## src/design/iid_pkg.sv

```systemverilog
package iid_pkg;

  localparam int MaxComponentIndex = 15;
  localparam int CompW = 5;

  localparam logic [10:0] F_CLAMP = 11'h001;
  localparam logic [10:0] F_DERIV = 11'h002;
  localparam logic [10:0] F_LOD   = 11'h004;
  localparam logic [10:0] F_BIAS  = 11'h008;
  localparam logic [10:0] F_LZ    = 11'h010;
  localparam logic [10:0] F_CMP   = 11'h020;
  localparam logic [10:0] F_OFF   = 11'h040;
  localparam logic [10:0] F_CD    = 11'h080;
  localparam logic [10:0] F_ADJ   = 11'h100;
  localparam logic [10:0] F_GH    = 11'h200;
  localparam logic [10:0] F_A16   = 11'h400;

  localparam logic [5:0]  ENC_IMAGE    = 6'h3C;
  localparam logic [31:0] RSV_W0       = 32'h0003_50C0;
  localparam logic [31:0] RSV_W1       = 32'h3C00_0000;
  localparam logic [7:0]  SCALAR_LIMIT = 8'd106;

  localparam logic [7:0] OPC_LOAD_MIP     = 8'h01;
  localparam logic [7:0] OPC_LOAD         = 8'h00;
  localparam logic [7:0] OPC_STORE        = 8'h08;
  localparam logic [7:0] OPC_STORE_MIP    = 8'h09;
  localparam logic [7:0] OPC_GET_RESINFO  = 8'h0E;
  localparam logic [7:0] OPC_GET_LOD      = 8'h60;

  typedef enum logic [4:0] {
    ST_OK, ST_SHORT, ST_ENCODING, ST_RESERVED, ST_LENGTH, ST_ALIGN, ST_OPCODE,
    ST_LAYOUT, ST_LOD_CONFLICT, ST_MSAA, ST_DMASK, ST_D16, ST_COMPONENTS,
    ST_NSA, ST_VADDR, ST_VDATA, ST_DESCRIPTOR, ST_SAMPLER
  } status_t;

  typedef struct packed {
    logic [31:0] first_word;
    logic [31:0] second_word;
    logic [2:0]  words_available;
    logic [31:0] program_counter;
  } in_item_t;

  typedef struct packed {
    logic [4:0]  status;
    logic [4:0]  op_kind;
    logic [7:0]  opcode_id;
    logic [2:0]  dimension;
    logic [10:0] sample_flags;
    logic [4:0]  address_components;
    logic [3:0]  data_mask;
    logic [2:0]  data_components;
    logic [2:0]  data_dwords;
    logic [2:0]  word_count;
    logic [31:0] register_numbers;
    logic [4:0]  control_bits;
  } out_item_t;

  typedef struct packed {
    logic        found;
    logic [4:0]  kind;
    logic [10:0] flags;
  } op_info_t;

  function automatic op_info_t op_lookup(input logic [7:0] opc);
    op_info_t r;
    r = '{found: 1'b1, kind: 5'd0, flags: 11'd0};
    case (opc)
      8'h20: r.flags = '0;
      8'h21: r.flags = F_CLAMP;
      8'h22: r.flags = F_DERIV;
      8'h23: r.flags = F_DERIV | F_CLAMP;
      8'h24: r.flags = F_LOD;
      8'h25: r.flags = F_BIAS;
      8'h26: r.flags = F_BIAS | F_CLAMP;
      8'h27: r.flags = F_LZ;
      8'h28: r.flags = F_CMP;
      8'h29: r.flags = F_CMP | F_CLAMP;
      8'h2a: r.flags = F_CMP | F_DERIV;
      8'h2c: r.flags = F_CMP | F_LOD;
      8'h2d: r.flags = F_CMP | F_BIAS;
      8'h2f: r.flags = F_CMP | F_LZ;
      8'h30: r.flags = F_OFF;
      8'h31: r.flags = F_CLAMP | F_OFF;
      8'h32: r.flags = F_DERIV | F_OFF;
      8'h34: r.flags = F_LOD | F_OFF;
      8'h35: r.flags = F_BIAS | F_OFF;
      8'h37: r.flags = F_LZ | F_OFF;
      8'h38: r.flags = F_CMP | F_OFF;
      8'h68: r.flags = F_DERIV | F_CD;
      8'ha0: r.flags = F_ADJ;
      8'ha1: r.flags = F_CLAMP | F_ADJ;
      8'ha5: r.flags = F_BIAS | F_ADJ;
      8'ha8: r.flags = F_CMP | F_ADJ;
      8'hb0: r.flags = F_OFF | F_ADJ;
      8'h47: begin r.kind = 5'd1; r.flags = F_LZ; end
      8'h48: begin r.kind = 5'd2; r.flags = F_CMP; end
      8'h4f: begin r.kind = 5'd3; r.flags = F_CMP | F_LZ; end
      8'h57: begin r.kind = 5'd4; r.flags = F_LZ | F_OFF; end
      8'h58: begin r.kind = 5'd5; r.flags = F_CMP | F_OFF; end
      8'h5f: begin r.kind = 5'd6; r.flags = F_CMP | F_LZ | F_OFF; end
      8'h61: begin r.kind = 5'd7; r.flags = F_GH; end
      8'h0f: r.kind = 5'd8;
      8'h11: r.kind = 5'd9;
      8'h15: r.kind = 5'd10;
      8'h17: r.kind = 5'd11;
      8'h18: r.kind = 5'd12;
      8'h19: r.kind = 5'd13;
      8'h1a: r.kind = 5'd14;
      8'h00: r.kind = 5'd15;
      8'h01: r.kind = 5'd16;
      8'h08: r.kind = 5'd17;
      8'h09: r.kind = 5'd18;
      8'h0e: r.kind = 5'd19;
      8'h60: r.kind = 5'd20;
      default: r.found = 1'b0;
    endcase
    return r;
  endfunction

endpackage

```

## src/design/iid_decode.sv

```systemverilog
module iid_decode (
  input  iid_pkg::in_item_t  item,
  output iid_pkg::out_item_t result
);
  import iid_pkg::*;

  logic [31:0] w0, w1;
  logic [1:0]  nsa;
  logic [2:0]  wc;
  logic [7:0]  opc;
  logic        a16, d16, r128, msaa, smpl, gath, atom;
  logic [2:0]  dim;
  logic [3:0]  dmask;
  logic [7:0]  vaddr, vdata, res, smp;
  op_info_t    info;
  logic [10:0] flags;
  logic [2:0]  coord, grad;
  logic [5:0]  comps;
  logic [2:0]  nlod, nextra, dcomp, ddw;
  logic [32:0] pc_end;
  logic [2:0]  n32;
  logic        has_cmp_last;
  logic [5:0]  adw;
  logic [8:0]  halves;
  status_t     st;

  always_comb begin
    w0 = item.first_word;
    w1 = item.second_word;
    nsa = w0[2:1];
    wc = 3'd2 + {1'b0, nsa};
    opc = {w0[0], w0[24:18]};
    a16 = w1[30];
    d16 = w1[31];
    r128 = w0[15];
    case (w0[5:3])
      3'd5: dim = 3'd3;
      3'd6: dim = 3'd5;
      3'd7: dim = 3'd6;
      default: dim = w0[5:3];
    endcase
    msaa = dim >= 3'd5;
    dmask = w0[11:8];
    vaddr = w1[7:0];
    vdata = w1[15:8];
    res = {1'b0, w1[20:16], 2'b00};
    smp = {1'b0, w1[25:21], 2'b00};
    info = op_lookup(opc);
    smpl = info.found && info.kind == 5'd0;
    gath = info.kind >= 5'd1 && info.kind <= 5'd7;
    atom = info.kind >= 5'd8 && info.kind <= 5'd14;
    flags = info.flags | (a16 ? F_A16 : 11'd0);

    case (dim)
      3'd0: begin coord = 3'd1; grad = 3'd1; end
      3'd1: begin coord = 3'd2; grad = 3'd2; end
      3'd2: begin coord = 3'd3; grad = 3'd3; end
      3'd3: begin coord = 3'd3; grad = 3'd2; end
      3'd4: begin coord = 3'd2; grad = 3'd1; end
      3'd5: begin coord = 3'd3; grad = 3'd0; end
      default: begin coord = 3'd4; grad = 3'd0; end
    endcase

    nlod = 3'(flags[2]) + 3'(flags[3]) + 3'(flags[1]) + 3'(flags[4]);
    nextra = 3'(flags[6]) + 3'(flags[5]) + 3'(flags[3]) + 3'(flags[2]);
    comps = (opc == OPC_GET_RESINFO) ? 6'd1 : 6'(coord);
    if (opc == OPC_LOAD_MIP || opc == OPC_STORE_MIP) comps = comps + 6'd1;
    if (smpl || gath) begin
      comps = comps + 6'(nextra);
      if (flags[1]) comps = comps + 6'({grad, 1'b0});
    end

    // address dwords: without a16 every component is a dword; with a16 the
    // 32-bit extras (offset leading, compare last) each take a whole dword and the
    // 16-bit ones pack two per dword.
    adw = comps;
    if (a16) begin
      n32 = 3'(flags[6]);
      has_cmp_last = 1'b0;
      halves = 9'(comps) - 9'(n32);
      if (flags[5]) begin
        // compare sits after offset and bias; 32-bit, dword aligned
        if (comps > 6'(3'(flags[6]) + 3'(flags[3]))) begin
          has_cmp_last = 1'b1;
          halves = halves - 9'd1;
        end
      end
      if (has_cmp_last) begin
        // bias (16b) before compare occupies a padded dword
        adw = 6'(n32) + (flags[3] ? 6'd1 : 6'd0) + 6'd1 +
              6'((halves - (flags[3] ? 9'd1 : 9'd0) + 9'd1) >> 1);
      end else begin
        adw = 6'(n32) + 6'((halves + 9'd1) >> 1);
      end
    end else begin
      n32 = '0;
      has_cmp_last = 1'b0;
      halves = '0;
    end

    dcomp = gath ? 3'd4 : 3'($countones(dmask));
    ddw = d16 ? 3'((4'(dcomp) + 4'd1) >> 1) : dcomp;
    pc_end = {1'b0, item.program_counter} + 33'({wc, 2'b00}) - 33'd1;

    st = ST_OK;
    if (item.words_available < 3'd2) st = ST_SHORT;
    else if (w0[31:26] != ENC_IMAGE) st = ST_ENCODING;
    else if ((w0 & RSV_W0) != 0 || (w1 & RSV_W1) != 0) st = ST_RESERVED;
    else if (item.words_available < wc) st = ST_LENGTH;
    else if (item.program_counter[1:0] != 2'b00 || pc_end[32]) st = ST_ALIGN;
    else if (!info.found) st = ST_OPCODE;
    else if ((flags & (F_CLAMP | F_CD | F_ADJ)) != 0) st = ST_LAYOUT;
    else if (nlod > 3'd1) st = ST_LOD_CONFLICT;
    else if (msaa && (smpl || gath || opc == OPC_GET_LOD || opc == OPC_LOAD_MIP ||
                      opc == OPC_STORE_MIP)) st = ST_MSAA;
    else if (dmask == 4'd0 || ((gath || atom) && $countones(dmask) != 1)) st = ST_DMASK;
    else if (d16 && !(smpl || gath || opc == OPC_LOAD || opc == OPC_LOAD_MIP ||
                      opc == OPC_STORE || opc == OPC_STORE_MIP)) st = ST_D16;
    else if (comps == 6'd0 || comps > 6'(MaxComponentIndex + 1)) st = ST_COMPONENTS;
    else if (nsa != 2'd0 && adw > 6'd1 + 6'({nsa, 2'b00})) st = ST_NSA;
    else if (nsa == 2'd0 && 9'(adw) > 9'd256 - 9'(vaddr)) st = ST_VADDR;
    else if (9'(ddw) > 9'd256 - 9'(vdata)) st = ST_VDATA;
    else if (res + (r128 ? 8'd4 : 8'd8) > SCALAR_LIMIT ||
             ((smpl || gath || opc == OPC_GET_LOD) && smp + 8'd4 > SCALAR_LIMIT))
      st = ST_DESCRIPTOR;
    else if (smp >= SCALAR_LIMIT) st = ST_SAMPLER;

    result = '0;
    result.status = st;
    if (st == ST_OK) begin
      result.op_kind = info.kind;
      result.opcode_id = opc;
      result.dimension = dim;
      result.sample_flags = flags;
      result.address_components = comps[CompW-1:0];
      result.data_mask = dmask;
      result.data_components = dcomp;
      result.data_dwords = ddw;
      result.word_count = wc;
      result.register_numbers = {smp, res, vaddr, vdata};
      result.control_bits = {r128, d16, a16, w0[25], w0[13]};
    end
  end
endmodule

```

## src/design/image_instruction_decoder_core.sv

```systemverilog
// Image instruction decoder: one instruction per clock while the output is not stalled.
// The incoming item is decoded and checked in one combinational pass and the
// result is captured in an output register; a new item is accepted whenever
// the output register is empty or being drained.
module image_instruction_decoder_core (
  input  logic               clk,
  input  logic               rst_n,
  input  logic               in_valid,
  output logic               in_stall,
  input  iid_pkg::in_item_t  in_data,
  output logic               out_valid,
  input  logic               out_stall,
  output iid_pkg::out_item_t out_data
);
  import iid_pkg::*;

  logic      out_valid_r;
  out_item_t out_data_r;
  out_item_t dec;
  logic      take;

  iid_decode u_dec (.item(in_data), .result(dec));

  assign in_stall = out_valid_r && out_stall;
  assign take = in_valid && !in_stall;

  always_ff @(posedge clk) begin
    if (!rst_n) begin
      out_valid_r <= 1'b0;
    end else if (!in_stall) begin
      out_valid_r <= in_valid;
    end
  end

  always_ff @(posedge clk) begin
    if (take) begin
      out_data_r <= dec;
    end
  end

  assign out_valid = out_valid_r;
  assign out_data = out_data_r;
endmodule
```

## config.mk

```make
export PLATFORM = sky130hd
export DESIGN_NAME = image_instruction_decoder_core
export DESIGN_NICKNAME = d
export VERILOG_FILES = /design/src/design/iid_pkg.sv /design/src/design/iid_decode.sv /design/src/design/image_instruction_decoder_core.sv
export SDC_FILE = /design/constraint.sdc
export NUM_CORES = 1
export LEC_CHECK = 0
export ABC_CLOCK_PERIOD_IN_PS = 11950
export BUFFER_PORTS_ARGS = -buffer_cell sky130_fd_sc_hd__buf_2
export CORE_UTILIZATION = 55
export CTS_CLUSTER_SIZE = 28
export DETAILED_ROUTE_END_ITERATION = 12
export GPL_TIMING_DRIVEN = 0
export PLACE_DENSITY = 0.87
export SYNTH_ARGS = -nofsm -noshare
export SYNTH_HDL_FRONTEND = slang
export SYNTH_SLANG_ARGS = --single-unit
```

## constraint.sdc

```tcl
create_clock -name clk -period 11.95 [get_ports clk]
set_clock_uncertainty 0.15 [all_clocks]
set_input_delay 0 -clock clk [delete_from_list [all_inputs] [get_ports clk]]
set_output_delay 0 -clock clk [all_outputs]
set_load 0.02 [all_outputs]
```

[Word level (Yosys, flattened, before mapping)]
Cells that the tools add are included.
Word-level totals
  bits in read-only memories: 0
  latch bits: 0
  output and inout bits: 89
  memories kept: 0
  bits in writable memories: 0
  word-level logic and storage cells: 209
  bits in registers: 88
Operators by class
  shift-type cells: 0
  equal/unequal tests: 56
  divide/modulo/power cells: 0
  bitwise logic cells: 1
  $lt $le $gt $ge: 16
  mux-type cells: 41
  $add $sub $neg: 31
  reduce and logical (&&, ||, !) cells: 50
  multiply operators: 0
Operators by type and width (count)
  $pmux 10 s28: 1
  $eq 8x6->1 const B: 21
  $pmux 5 s20: 1
  $reduce_bool 32->1: 3
  $mux 5: 17
  $eq 8x7->1 const B: 9
  $eq 8x5->1 const B: 6
  $reduce_or 47->1: 1
  $eq 8x8->1 const B: 5
  $add 32x5->33: 1
  $sub 33x1->33 const B: 1
  $add 32x32->32: 1
  $eq 8x4->1 const B: 4
  $ne 32x2->1 const B: 1
  $mux 6: 5
  $mux 7: 3
  $pmux 3 s3: 2
  $sub 9x8->9 const A: 2
  $gt 8x7->1 const B: 2
  $reduce_or 2->1: 8
  $eq 3x3->1 const B: 5
  $logic_or 1x1->1: 15
  $add 7x1->7 const B: 2
  $add 1x6->6: 2
  46 further kinds: 77

[Longest topological paths before layout]
Gate-level depths: netlist of the first run.
  word-level depth: 39
  depth in mapped cells: 51

[Cells and area by module]
Synthesis of the first run repeated with hierarchy kept, for this count alone.
Second synthesis, totals
  cells, all modules: 923
  area total of the unflattened synthesis: 8156.6 um^2
Modules (own cells, without submodules)
  iid_decode: seq. area each 0.0 um^2, area each 5501.5 um^2, times used 1, cells each 832
  image_instruction_decoder_core: seq. area each 2632.5 um^2, area each 2655.0 um^2, times used 1, cells each 91

[Worst setup path after synthesis of the first run]
No wires, ideal clock.
  kind: input-to-reg
  start point: in in_data[86] (netlist bit)
  end point: reg out_data_r, in the netlist out_data[53], data pin
  buffers on the path: 5
  required time: 11.666 ns
  cell stages on the path: 47
  data arrival time: 9.185 ns
  library setup time: 0.134 ns
  setup slack: 2.481 ns
  path through: buf_2 > buf_4 > clkbuf_1 > nor4_1 > nand4_1 > nand2_1 > ha_1 > fa_1 > ha_1 > fa_1 > ha_1 > nor2_1 > nor2_1 > mux2i_1 > inv_1 > ha_1 > nor2b_1 > o21ai_0 > [11 not listed] > fa_1 > nor2_1 > nor4b_1 > nor3_1 > a311oi_1 > a32oi_2 > ha_1 > o21ai_0 > nand2b_1 > a21oi_1 > or2_2 > a21oi_1 > or2_2 > a41o_1 > o41ai_1 > a211oi_1 > clkbuf_1 > and4b_1
RTL lines
  start, declared: RTL line image_instruction_decoder_core.sv:10  | input iid_pkg::in_item_t in_data,
  end signal, assigned: RTL line image_instruction_decoder_core.sv:37  | out_data_r <= dec;
  end, declared: RTL line image_instruction_decoder_core.sv:18  | out_item_t out_data_r;

==> results of run 1 <==
-- final cells by class --
class	instances	area, um^2	share of cell area
multi-input cells	688	5060	0.506
flip-flops and latches	81	2420	0.242
repair buffers	226	1370	0.137
inverters	88	330	0.0330
plain buffers	48	313	0.0313
clock buffers	9	225	0.0225
well taps	180	225	0.0225
clock inverters	7	51.3	0.00513
-- report_power, final --
group | internal (W) | switching (W)
sequential | 0.000326 | 0.00000410
combinational | 0.000120 | 0.000174
clock | 0.000143 | 0.000130
-- cells in the mapped netlist, types with 17 or more instances --
cell type | n | share of area
sky130_fd_sc_hd__nor2b_1 | 23 | 0.018
sky130_fd_sc_hd__nand2_1 | 62 | 0.029
sky130_fd_sc_hd__xnor2_1 | 19 | 0.021
sky130_fd_sc_hd__ha_1 | 86 | 0.13
sky130_fd_sc_hd__inv_1 | 86 | 0.040
sky130_fd_sc_hd__nor3_1 | 18 | 0.011
sky130_fd_sc_hd__a21oi_1 | 42 | 0.026
sky130_fd_sc_hd__nor2_1 | 58 | 0.027
sky130_fd_sc_hd__and3_1 | 71 | 0.055
sky130_fd_sc_hd__edfxtp_1 | 80 | 0.30
sky130_fd_sc_hd__o21ai_0 | 29 | 0.018
sky130_fd_sc_hd__buf_4 | 17 | 0.016
sky130_fd_sc_hd__nand2b_1 | 17 | 0.013
-- kinds of logic after synthesis --
logic type / Yosys count / synth area share
adder cells (fa/ha/maj): 92 / 0.148
AO/OA/AOI/OAI: 162 / 0.138
XOR/XNOR: 32 / 0.0375
other: 1 / 0.000465
buffers and inverters: 136 / 0.0797
flip-flops: 81 / 0.300
multiplexers: 18 / 0.0236
AND/OR/NAND/NOR: 374 / 0.273
-- per-stage QoR --
step                      cell area (um^2)  std cells  power (W)  hold slack [ns]
after floorplan                       8110        905   0.000525          -0.0322
after global placement                9240       1267   0.000601           0.0619
after detailed placement              9290       1269   0.000610           0.0601
after CTS                             9990       1327   0.000888           0.0179
after global routing                 10000       1327   0.000940           0.0302
final                                10000       1327   0.000898           0.0219
-- how the worst max path moves through the flow --
stage | startpoint | endpoint | slack (ns) | depth (start not counted)
final | in_data[86] | out_data[51]$_SDFFCE_PP0P_ | 0.69 | 48
after global routing | in_data[85] | out_data[56]$_SDFFCE_PP0P_ | 0.10 | 49
after CTS | in_data[86] | out_data[53]$_SDFFCE_PP0P_ | 0.43 | 48
after detailed placement | in_data[85] | out_data[53]$_SDFFCE_PP0P_ | 0.09 | 48
after global placement | in_data[86] | out_data[53]$_SDFFCE_PP0P_ | 0.13 | 48
after floorplan | in_data[86] | out_data[53]$_SDFFCE_PP0P_ | 2.48 | 47
-- registers in the layout, summed over array words and instances, names as in the netlist --
name	flops
out_valid	1
out_data	80
-- layer usage --
| layer | vias to the layer above | GRT usage | wire [um] |
|---|---|---|---|
| li1 | 3753 | - | - |
| met4 | 0 | 0.144 | 1000 |
| met5 | - | 0 | 0 |
| met2 | 503 | 0.543 | 11600 |
| met1 | 3738 | 0.410 | 9550 |
| met3 | 100 | 0.0530 | 2370 |
-- timing repair --
action,4_1_cts,5_1_grt
gates resized for setup,0,2
hold endpoints to repair,39,0
setup endpoints to repair,0,71
hold buffers,42,0
==> reports/results.txt, run 1 <==
For the final standard cell utilization of the core, the log shows 0.709. The fraction of final layout cells with drive strength greater than 1 is 0.236, and the number of post-CTS setup repair buffers is 0. The tools report the sort of element at the start of the critical path as an input pin.

The die outline area is 0.0152 mm^2, and the critical-path maximum fanout is 10. The half-perimeter wire length after placement is 18,000 um, and the number of warnings issued by yosys is 0. The logs give 0 for the number of antenna violations at the first check in global routing and 0.300 for the register area share after synthesis. The post-synthesis register bit count is 81, and the areal power density over the cells is 89.8 mW/mm^2. Before CTS, the worst setup slack after placement is 0.0871 ns. The count of inserted antenna diode cells is 0, and the first-pass GRT wire length is 37,700 um. The run finished with clean final reports.

CTS saw 81 sinks. STA puts the critical path data arrival time at 11.30 ns. In this run the clock root is driven by a sky130_fd_sc_hd__clkbuf_16.

In the layout the commonest cells are sky130_fd_sc_hd__buf_2, sky130_fd_sc_hd__inv_1, sky130_fd_sc_hd__ha_1. The slowest stage of the critical path belongs to the cell sky130_fd_sc_hd__nor4_2. The number of enable-type register cells in the synthesized netlist came out at 80. The count of final max-slew check failures is 0, and the mean cell area of the mapped netlist is 9.01 um^2.

The number of global-route vias before repair is 7,540, and the final-layout setup total negative slack is 0 ns. By startpoint and endpoint, the worst setup path is classified as input pin to register. The floorplan step defined a core boundary enclosing 0.0141 mm^2. In this run the tool buffered the top-level ports with 182 buffer cells.

The tools report the type of destination of the critical path as a register. The most numerous cell type found on the critical path is sky130_fd_sc_hd__ha_1. The first routing iteration left 664 violations. The largest single stage delay on the critical path is 0.66 ns. Maximum number of pins on one net before global-route repair: 35. The minimum setup slack in the final design is 0.694 ns.

Across the run, the number of max-cap violations was 0. The number of failing hold endpoints at the final stage was 0; the number of nets in the layout was 1,337. Leaving out fill and tap cells, the most frequent cell in the layout is sky130_fd_sc_hd__buf_2.

The worst register-to-register path ends at out_data[51]$_SDFFCE_PP0P_. The tools report the global-route usage over all layers as 0.324. For this run, design rule violations remaining after detail routing come to 0. The number of optimization iterations in the first detailed-route pass is 8, and the ratio of final minimum period to clock period is 0.942.

Setup repair after global routing left no endpoint under its margin. Clock insertion delay at the later pin of the skew report: 0.35 ns. The logs give 0 for the remaining global-route overflow and 8,094 for the count of vias placed by the detailed router.

The clock transition at the registers of the reported paths was 0.07 ns. The worst hold path belongs to the class input pin to register. Grouping stages by cell kind, the critical path spends the most delay in adder cells. In this run, CTS created clock tree buffers numbering 9. The async set-or-reset flop fraction in the synthesized netlist came out at 0.

The logs give 0.380 for the relative max-transition margin and 71.0 uV for the peak supply drop. The hold path depth was 2. The source of the worst register-to-register timing path is out_valid$_SDFFE_PN0N_. The run gives 12.00 ns as the data required time at the worst endpoint. In this run the number of H-tree levels came out at 3. The routed wire length was 24,500 um. The startpoint identified for the worst hold timing path is in_valid.

The setup violation total in the final timing report is 0, and the number of placement rows is 43. The cell count of the worst reg-to-reg path is 4, and the average routed wire per standard cell is 18.5 um. For the post-synthesis cell type count, the log shows 93. The worst register-to-register path has a setup slack of 9.88 ns. The clock passes through at most 2 buffers. The number of buffers and inverters on the critical path works out to 10. For the effective utilization at floorplan, the log shows 0.573. The end point of the most critical hold path was out_data[80]$_SDFFCE_PP0P_. Routability-driven placement finished with a final weighted congestion of 0.998. In this run the static leakage power is 4.87 nW.

The die is 123 um wide. The synthesized instance count is 896. The final critical-path required period was 11.26 ns; the mean number of vias per cell was 6.10. The tools report the remaining number of nets flagged by the antenna check after routing as 0. From bottom edge to top edge, the die measures 123 um. The transition time of the tightest slew-check pin works out to 0.925 ns. The count of fill cells added during filler insertion is 1,020.

During I/O placement, the number of pins put on the boundary was 192. Based on the critical path, the design can be clocked at up to 0.0888 GHz. Synthesized cell area: 0.00807 mm^2. For this run, the leading register cell type out of synthesis is sky130_fd_sc_hd__edfxtp_1. TritonCTS built the clock tree.

Compared with the post-synthesis result, the final layout area differs by 23.9%.
(Power assumes the default switching activity.)
==> inputs of run 2 (changes only) <==
Settings changed: CORE_MARGIN set to 5.
==> run 2 against run 1 <==
Worst hold slack is essentially flat. Clock power grew 26%. Combinational power grew 1%. Sequential power is essentially flat. Global-route usage shrank 4.2 points. Setup slack gained 0.0047 ns. Clock-buffer cell count is the same. Non-clock buffer count grew 4. Power grew 8.4%. Sequential share of layout area shrank 0.31 points. Final cell count grew 0.75%. Core utilization shrank 0.97 points. Critical path type unchanged.
==> reports/results.txt, run 2 (synthesis results as in run 1) <==
The run finished with clean final reports. In the final routing, the length of wire on met1 measures 9570 um. The half-perimeter wire length after placement was 18,500 um; the final critical-path required period was 11.25 ns.

The critical path is of the input pin to register type. The ratio of final minimum period to clock period is 0.942. On the critical path, the stage with the largest delay is an instance of sky130_fd_sc_hd__nor4_2. The leakage power figure came out at 4.92 nW. Count of vias placed by the detailed router: 8,087. In the final timing run, aggregate negative setup slack is 0 ns.

The remaining number of nets flagged by the antenna check after routing was 0. The worst setup path is captured at a register. The tools report the final design area excluding fillers as 0.0101 mm^2. For the number of antenna violations at the first check in global routing, the log shows 5. The clock insertion delay at the later pin of the skew report is 0.35 ns. The tool flagged a number of max-cap violations equal to 0. In this design, the critical path's most frequently occurring cell is sky130_fd_sc_hd__ha_1. The layout overhead on the synthesized area was 25.5%. Setup repair after global routing left no endpoint under its margin.

Relative max-transition margin: 0.457. The top cell types in the final layout, fill and taps aside, are sky130_fd_sc_hd__buf_2, sky130_fd_sc_hd__inv_1, sky130_fd_sc_hd__ha_1. TritonCTS built the clock tree.

The post-route worst hold slack was 0.0220 ns. The number of failing hold endpoints at the final stage came out at 0. The total CTS buffers was 9; the mean number of vias per cell was 6.05.

The library cell used most frequently in the layout, excluding fill and tap cells, is sky130_fd_sc_hd__buf_2. For this design, the sink count on the clock tree is 81. In this run the number of H-tree levels came out at 3. The areal power density over the cells is 96.0 mW/mm^2. After detailed placement, the total cell area comes to 0.00929 mm^2. Wire segments on met2 add up to 12,100 um in the final route. The first global-routing pass estimated 40,000 um of wire.

The setup violation total in the final timing report was 0; the peak supply drop was 66.5 uV. The arrival time at the worst endpoint was 11.32 ns; the number of violations reported at the end of detailed-routing iteration 0 was 690. The remaining global-route overflow is 0, and the final standard cell utilization of the core is 0.700.

After detailed routing, the average wire length per cell comes to 18.8 um. Port buffering added 182 buffers. The number of optimization iterations in the first detailed-route pass was 5; the peak per-stage delay on the critical path was 0.65 ns.

In this run the worst path has a maximum fanout of 10. Counting cells, the worst reg-to-reg path comes to 4. Entering global routing, the biggest net connects 37 pins.

At the end of the flow, the number of nets in the layout was 1,341. The die covers 0.0172 mm^2. The die span in y was 131 um; the global-route usage over all layers was 0.282. The floorplan step set the die width to 131 um. Counting along the longest clock path gives a buffer depth of 2. The tightest min-delay check is of the input pin to register type. 192 I/O pins were placed. The routed wire length was 25,200 um. In this run the core area contains 44 standard-cell rows. In this run the standard cell core region covers 0.0145 mm^2.

After clock tree synthesis, the clock-pin slew on the worst setup and hold paths is 0.08 ns. Once the clock tree was built, the setup fixing pass inserted 0 buffers. The register with the most flip-flops in the layout has 80 of them.

For the count of final max-slew check failures, the log shows 0. At the worst endpoint, the required time is 12.02 ns. The design draws 0.000973 W. The tools report the final weighted congestion in routability-driven placement as 1.00. The tools report the root buffer cell as sky130_fd_sc_hd__clkbuf_16.

After detailed routing, no signal wire sits above met5. The effective utilization at floorplan came out at 0.557. The run gives 0.0889 GHz as the maximum frequency from static timing analysis. The tools report the DRC violation count after routing as 0. For the pin with the worst max-slew slack, the measured transition is 0.809 ns. The number of global-route vias before repair was 7,975. STA classifies the critical path startpoint as an input pin.

The hold path depth works out to 3. For the wire length on met3, the log shows 2390 um. The fraction of final layout cells with drive strength greater than 1 works out to 0.236.
==> run 2: path summary, 6_finish.rpt <==
path	from	endpoint	slack [ns]
worst max-delay path	in_data[86]	out_data[53]$_SDFFCE_PP0P_	0.70
worst min-delay path	in_data[70]	out_data[66]$_SDFFCE_PP0P_	0.02
worst max register to register	out_valid$_SDFFE_PN0N_	out_data[39]$_SDFFCE_PP0P_	9.94
worst min register to register	out_valid$_SDFFE_PN0N_	out_data[79]$_SDFFCE_PP0P_	0.71
==> run 2: timing repair <==
item | in CTS | in global routing
gates resized for setup | 0 | 2
hold endpoints to repair | 44 | 0
endpoints found under the setup margin | 0 | 71
hold buffers | 46 | 0
==> run 2: worst max-delay path, delay by kind of cell <==
kind,cells,cell delay (ns)
adders and majority gates,11,3.71
AOI/OAI and AO/OA,9,2.04
and+or+nand+nor,15,3.28
muxes,1,0.34
xor gates and xnor gates,1,0.20
buffers and inverters,10,1.71
==> run 2: area by class of cell <==
class | count | area (um^2)
antenna | 2 | 5.00
buffer | 48 | 313
clock buffer | 9 | 225
clock inverter | 7 | 133
fill | 1041 | 4350
inverter | 88 | 330
multi-input combinational | 688 | 5060
sequential | 81 | 2420
tap | 184 | 230
timing repair buffer | 230 | 1410
==> run 2: power by group <==
part           internal [W]  switching, W
clock              0.000209      0.000137
sequential         0.000326    0.00000385
combinational      0.000122      0.000176
==> run 2: per-layer routing <==
layer | global-route usage | up-vias
met2 | 0.484 | 470
met3 | 0.0600 | 87
met4 | 0.129 | 6
met1 | 0.337 | 3765
met5 | 0 | -
li1 | - | 3759
==> run 2: per-stage QoR <==
stage,setup slack (ns),cells
detailed placement,0.0121,1273
finish,0.699,1337
global placement,0.0204,1271
floorplan,2.48,905
global route,0.117,1336
CTS,0.337,1335
